[src/rtl/core/rsnl_pkg.sv]
package rsnl_pkg;

  localparam int CAPACITY  = 32;
  localparam int KEY_BYTES = 9;

  localparam int IDX_W   = $clog2(CAPACITY);
  localparam int CNT_W   = $clog2(CAPACITY + 1);
  localparam int SCORE_W = 10;
  localparam int SUM_W   = 11;
  localparam int TOTAL_W = 15;
  localparam int POS_W   = 5;
  localparam int COUNT_W = 6;

  // Only the first KEY_BYTES bytes of a name are significant.
  localparam logic [63:0] REST_MASK = ~({64{1'b1}} >> (8 * (KEY_BYTES - 1)));

  typedef enum logic [1:0] {
    OP_LOAD = 2'd0,
    OP_SORT = 2'd1,
    OP_LOOK = 2'd2
  } op_e;

  typedef enum logic [2:0] {
    ST_LOADED  = 3'd0,
    ST_FULL    = 3'd1,
    ST_SORTED  = 3'd2,
    ST_MATCH   = 3'd3,
    ST_NOMATCH = 3'd4
  } status_e;

  typedef enum logic [2:0] {
    CELL_HOLD,
    CELL_LOAD,
    CELL_MARK,
    CELL_SORT,
    CELL_ROTATE
  } cell_cmd_e;

  typedef struct packed {
    logic [7:0]  hi;
    logic [63:0] lo;
  } key_t;

  typedef struct packed {
    key_t               key;
    logic [SCORE_W-1:0] s1;
    logic [SCORE_W-1:0] s2;
  } rec_t;

  typedef struct packed {
    cell_cmd_e cmd;
    rec_t      load_rec;
    key_t      probe;
  } cell_ctl_t;

  typedef struct packed {
    logic [1:0]         operation;
    logic [7:0]         key_first_byte;
    logic [63:0]        key_rest;
    logic [SCORE_W-1:0] first_score;
    logic [SCORE_W-1:0] second_score;
  } in_word_t;

  typedef struct packed {
    logic [2:0]         status;
    logic [POS_W-1:0]   position;
    logic [7:0]         out_key_first_byte;
    logic [63:0]        out_key_rest;
    logic [SCORE_W-1:0] out_first_score;
    logic [SCORE_W-1:0] out_second_score;
    logic [SUM_W-1:0]   pair_sum;
    logic [TOTAL_W-1:0] first_total;
    logic [TOTAL_W-1:0] second_total;
    logic [COUNT_W-1:0] record_count;
    logic               is_last;
  } out_word_t;

endpackage

[src/rtl/core/rsnl_cell.sv]
module rsnl_cell import rsnl_pkg::*; (
  input  logic      clk,
  input  cell_ctl_t ctl,
  input  logic      sel,
  input  logic      lead,
  input  logic      left_swap,
  input  rec_t      left_rec,
  input  rec_t      right_rec,
  input  logic      right_match,
  output rec_t      rec,
  output logic      match,
  output logic      swap
);

  rec_t rec_r, rec_nxt;
  logic match_r, match_nxt;

  // Swap only on strictly greater: equal names keep their order.
  assign swap = lead && (rec_r.key > right_rec.key);

  always_comb begin
    rec_nxt   = rec_r;
    match_nxt = match_r;
    unique case (ctl.cmd)
      CELL_HOLD: ;
      CELL_LOAD: begin
        if (sel) rec_nxt = ctl.load_rec;
      end
      CELL_MARK: begin
        match_nxt = sel && (rec_r.key == ctl.probe);
      end
      CELL_SORT: begin
        if (swap) rec_nxt = right_rec;
        else if (left_swap) rec_nxt = left_rec;
      end
      CELL_ROTATE: begin
        rec_nxt   = right_rec;
        match_nxt = right_match;
      end
    endcase
  end

  always_ff @(posedge clk) begin
    rec_r   <= rec_nxt;
    match_r <= match_nxt;
  end

  assign rec   = rec_r;
  assign match = match_r;

endmodule

[config.mk]
export PLATFORM = sky130hd
export DESIGN_NAME = rsnl_cell
export DESIGN_NICKNAME = d
export VERILOG_FILES = /design/src/rtl/core/rsnl_pkg.sv /design/src/rtl/core/rsnl_cell.sv
export SDC_FILE = /design/constraint.sdc
export NUM_CORES = 1
export LEC_CHECK = 0
export ABC_AREA = 0
export BUFFER_PORTS_ARGS = -buffer_cell sky130_fd_sc_hd__buf_2
export CORE_AREA = 4 4 172 174
export DETAILED_ROUTE_END_ITERATION = 8
export DIE_AREA = 0 0 176 178
export PLACE_DENSITY = 0.51
export SLEW_MARGIN = 25
export SYNTH_ARGS = -nofsm -noshare
export SYNTH_HDL_FRONTEND = slang
export SYNTH_SLANG_ARGS = --single-unit
[constraint.sdc]
create_clock -name clk -period 10.7 [get_ports clk]
set_input_delay 0.535 -clock clk [delete_from_list [all_inputs] [get_ports clk]]
set_output_delay 0.535 -clock clk [all_outputs]
set_load 0.05 [all_outputs]
==> results.yml <==
status:
  status: "finished, final reports clean"
clock_network:
  clkSinkCount: 93
  clock-root-buffer: "clkbuf_16"
  cts_setup_buffers: 0
  ctsResizeCount: 0
  worst_setup_hold_path_clk_slew_ps: 80
  insertion_delay_ps: 350
  hold_buffers: 0
  cts_max_level: 3
  cts_buffers: 9
  cts.path.max_buffers: 2
  cts_tree: "built"
critical_path:
  crit_path_top_delay_cell: "buf_4"
  criticalPathCategory: "flop to flop"
  max_stage_delay_ps: 810
  critical_path.max_fanout: 65
  cp_top_family: "buffers and inverters"
  cp_data_required_time_ps: 10670
  crit_chain: "ha_1 -> nand4_1 -> or4_4 -> or4_4 -> a2111oi_0 -> a211oi_1 -> a21oi_4 -> buf_4 -> nor3b_1 -> o21bai_4 -> buf_4"
  cp.arrival_ps: 5440
  worst_setup_path_end_kind: "flop"
  start_kind: "flop"
  cp_num_buf_inv: 2
hold_path:
  hold_path.class: "primary input to flop"
grt:
  grt_max_degree: 76
  grt-ovfl-total: 0
  grt_antenna_before_repair: 6
  grt_pass1_vias: 8211
  gr-usage-all-layers_pct: 21.62
  grt_pass1_wl_um: 50500
finish:
  drive_above_1_share_pct: 45.24
  finalNetCount: 1672
  fin_cells: 1631
  syn_to_final_growth_pct: 36.77
drt:
  route.detailed.vias_per_inst: 4.882
  drc: 0
  wl_per_cell_um: 21.81
  vias: 7962
  drt_wl_total_um: 35580
  drt_iter0_drc: 353
  dr.pass1.iters: 6
  ant_nets: 0
place:
  pre_cts_ws_ps: 4961
  hpwl_um: 29670
  place_congestion: 0.8909
  dp.cells: 1611
  io_buffers: 449
sta:
  hold_ws_ps: 462.3
  drv_slew: 0
  hold_viol: 0
  setup_violations: 0
  skew_ps: 13.18
  rsz0062_at_grt: "false"
  finalSetupTns_ps: 0
  period_needed_ps: 5468
  max_slew_margin_pct: 37.46
  fin_ws_ps: 5232
  max_freq_mhz: 182.9
  worst_pin_slew_ps: 938.2
  finalCritPeriodShare_pct: 51.11
power_and_ir_drop:
  ir_worst_vdd_v: 0.00007637
  leakage_uw: 0.005110
  power.density_mw_per_mm2: 117.9
yosys:
  yosysMostFrequentCell: "nand2_1"
  syn_nets: 1243
  yosysSeqAreaShare_pct: 35.32
  synth-seq-cells: 93
  synth_cells: 815
  ys_warn_count: 0
  syn_area_per_cell_um2: 9.703
  synth_commonest_cells: "199 x nand2_1, 118 x inv_1, 93 x edfxtp_1"
  yosysTopAreaCellShare_pct: 35.32
  synth_area_leaders: "edfxtp_1 35%, o221ai_2 15%, ha_1 11%, nand2_1 9.4%, inv_1 5.6%"
  synth_async_sr_flop_share_pct: 0
  synth_edf_count: 93
  yosys.area.top_type: "edfxtp_1"
  ys_types: 47
  synth_area_mm2: 0.007908
  ys.flop_type: "edfxtp_1"
die:
  num_rows: 61
  die-width_um: 176
  initial_utilization_pct: 28.46
  die_h_um: 178
  core_mm2: 0.02778
  die-area_mm2: 0.03133
  io_pins: 450
flow_run:
  drv_cap: 0
## cell families (layout without fill, tap and decap cells)
| kind of cell | Yosys count | in the layout | synth area share (%) |
|---|---|---|---|
| AND/OR/NAND/NOR | 260 | 260 | 14.21 |
| AO/OA/AOI/OAI | 182 | 182 | 24.57 |
| buffers and inverters | 160 | 594 | 9.193 |
| flip-flops | 93 | 93 | 35.32 |
| adder cells (fa/ha/maj) | 72 | 72 | 11.39 |
| XOR/XNOR | 48 | 48 | 5.316 |
| other | 0 | 4 | 0 |
## cells in the final DEF, fill, tap and decap left out, drive strengths merged, types with 2 or more instances in the layout
cell type	netlist	layout
xor2	22	22
or4	2	2
or3	2	2
nand3	4	4
o221ai	94	94
a221oi	4	4
inv	120	122
xnor2	26	26
ha	72	72
edfxtp	93	93
a21o	12	12
a2bb2oi	2	2
nor3	2	2
nand4	24	24
o21ai	9	9
clkbuf	26	9
diode	0	4
a211oi	3	3
nor2	5	5
nand2	199	199
o211ai	2	2
nor4	12	12
a221o	4	4
a22o	4	4
a21oi	28	28
bufinv	0	3
o2bb2ai	7	7
clkinv	0	2
a2111oi	2	2
o22ai	6	6
nor2b	3	3
and2	2	2
nor3b	2	2
buf	14	458
## layer usage
layer | vias up | part of all wire, % | global-route usage (%)
met5 | - | 0.067 | 0
met4 | 4 | 2.4 | 6.920
met3 | 47 | 6.4 | 4.112
met2 | 321 | 49 | 37.44
met1 | 3744 | 42 | 27.31
li1 | 3846 | - | -
## power breakdown
group / switching, uW / internal (uW)
sequential: 27.4 / 439
clock: 156 / 230
combinational: 274 / 148
## state kept, by name, summed over array words and instances, names as in the netlist
| signal | cells |
|---|---|
| match | 1 |
| rec | 92 |
## final timing paths
| kind | from | endpoint | slack, ps | cells after the start |
|---|---|---|---|---|
| max | rec[91]$_DFFE_PP_ | rec[66]$_DFFE_PP_ | 5230 | 11 |
| min | ctl[82] | rec[10]$_DFFE_PP_ | 460 | 3 |
| max reg2reg | rec[91]$_DFFE_PP_ | rec[66]$_DFFE_PP_ | 5230 | 11 |
| min reg2reg | rec[28]$_DFFE_PP_ | match$_DFFE_PP_ | 1040 | 4 |
## stage by stage
stage          total power (uW)  cell area [um2]  utilization, %
6_report                   1275            10820           38.93
5_1_grt                    1342            10820           38.93
4_1_cts                    1291            10810           38.89
3_5_place_dp              898.9            10460           37.65
3_3_place_gp              896.2            10440           37.58
2_1_floorplan             734.5             7908               -
## worst min-delay path, cell delays in order
cell      delay [ps]
buf_2             80
nand2_1           50
o221ai_2          50
## layout make-up
class	instances	area, um2
Multi-Input combinational cell	562	4417
Inverter	120	450.4
Sequential cell	93	2793
Tap cell	378	473.0
Clock buffer	9	225.2
Fill cell	2970	16970
Timing Repair Buffer	458	2327
Antenna cell	4	10.01
Clock inverter	7	120.1
(Power assumes the default switching activity.)
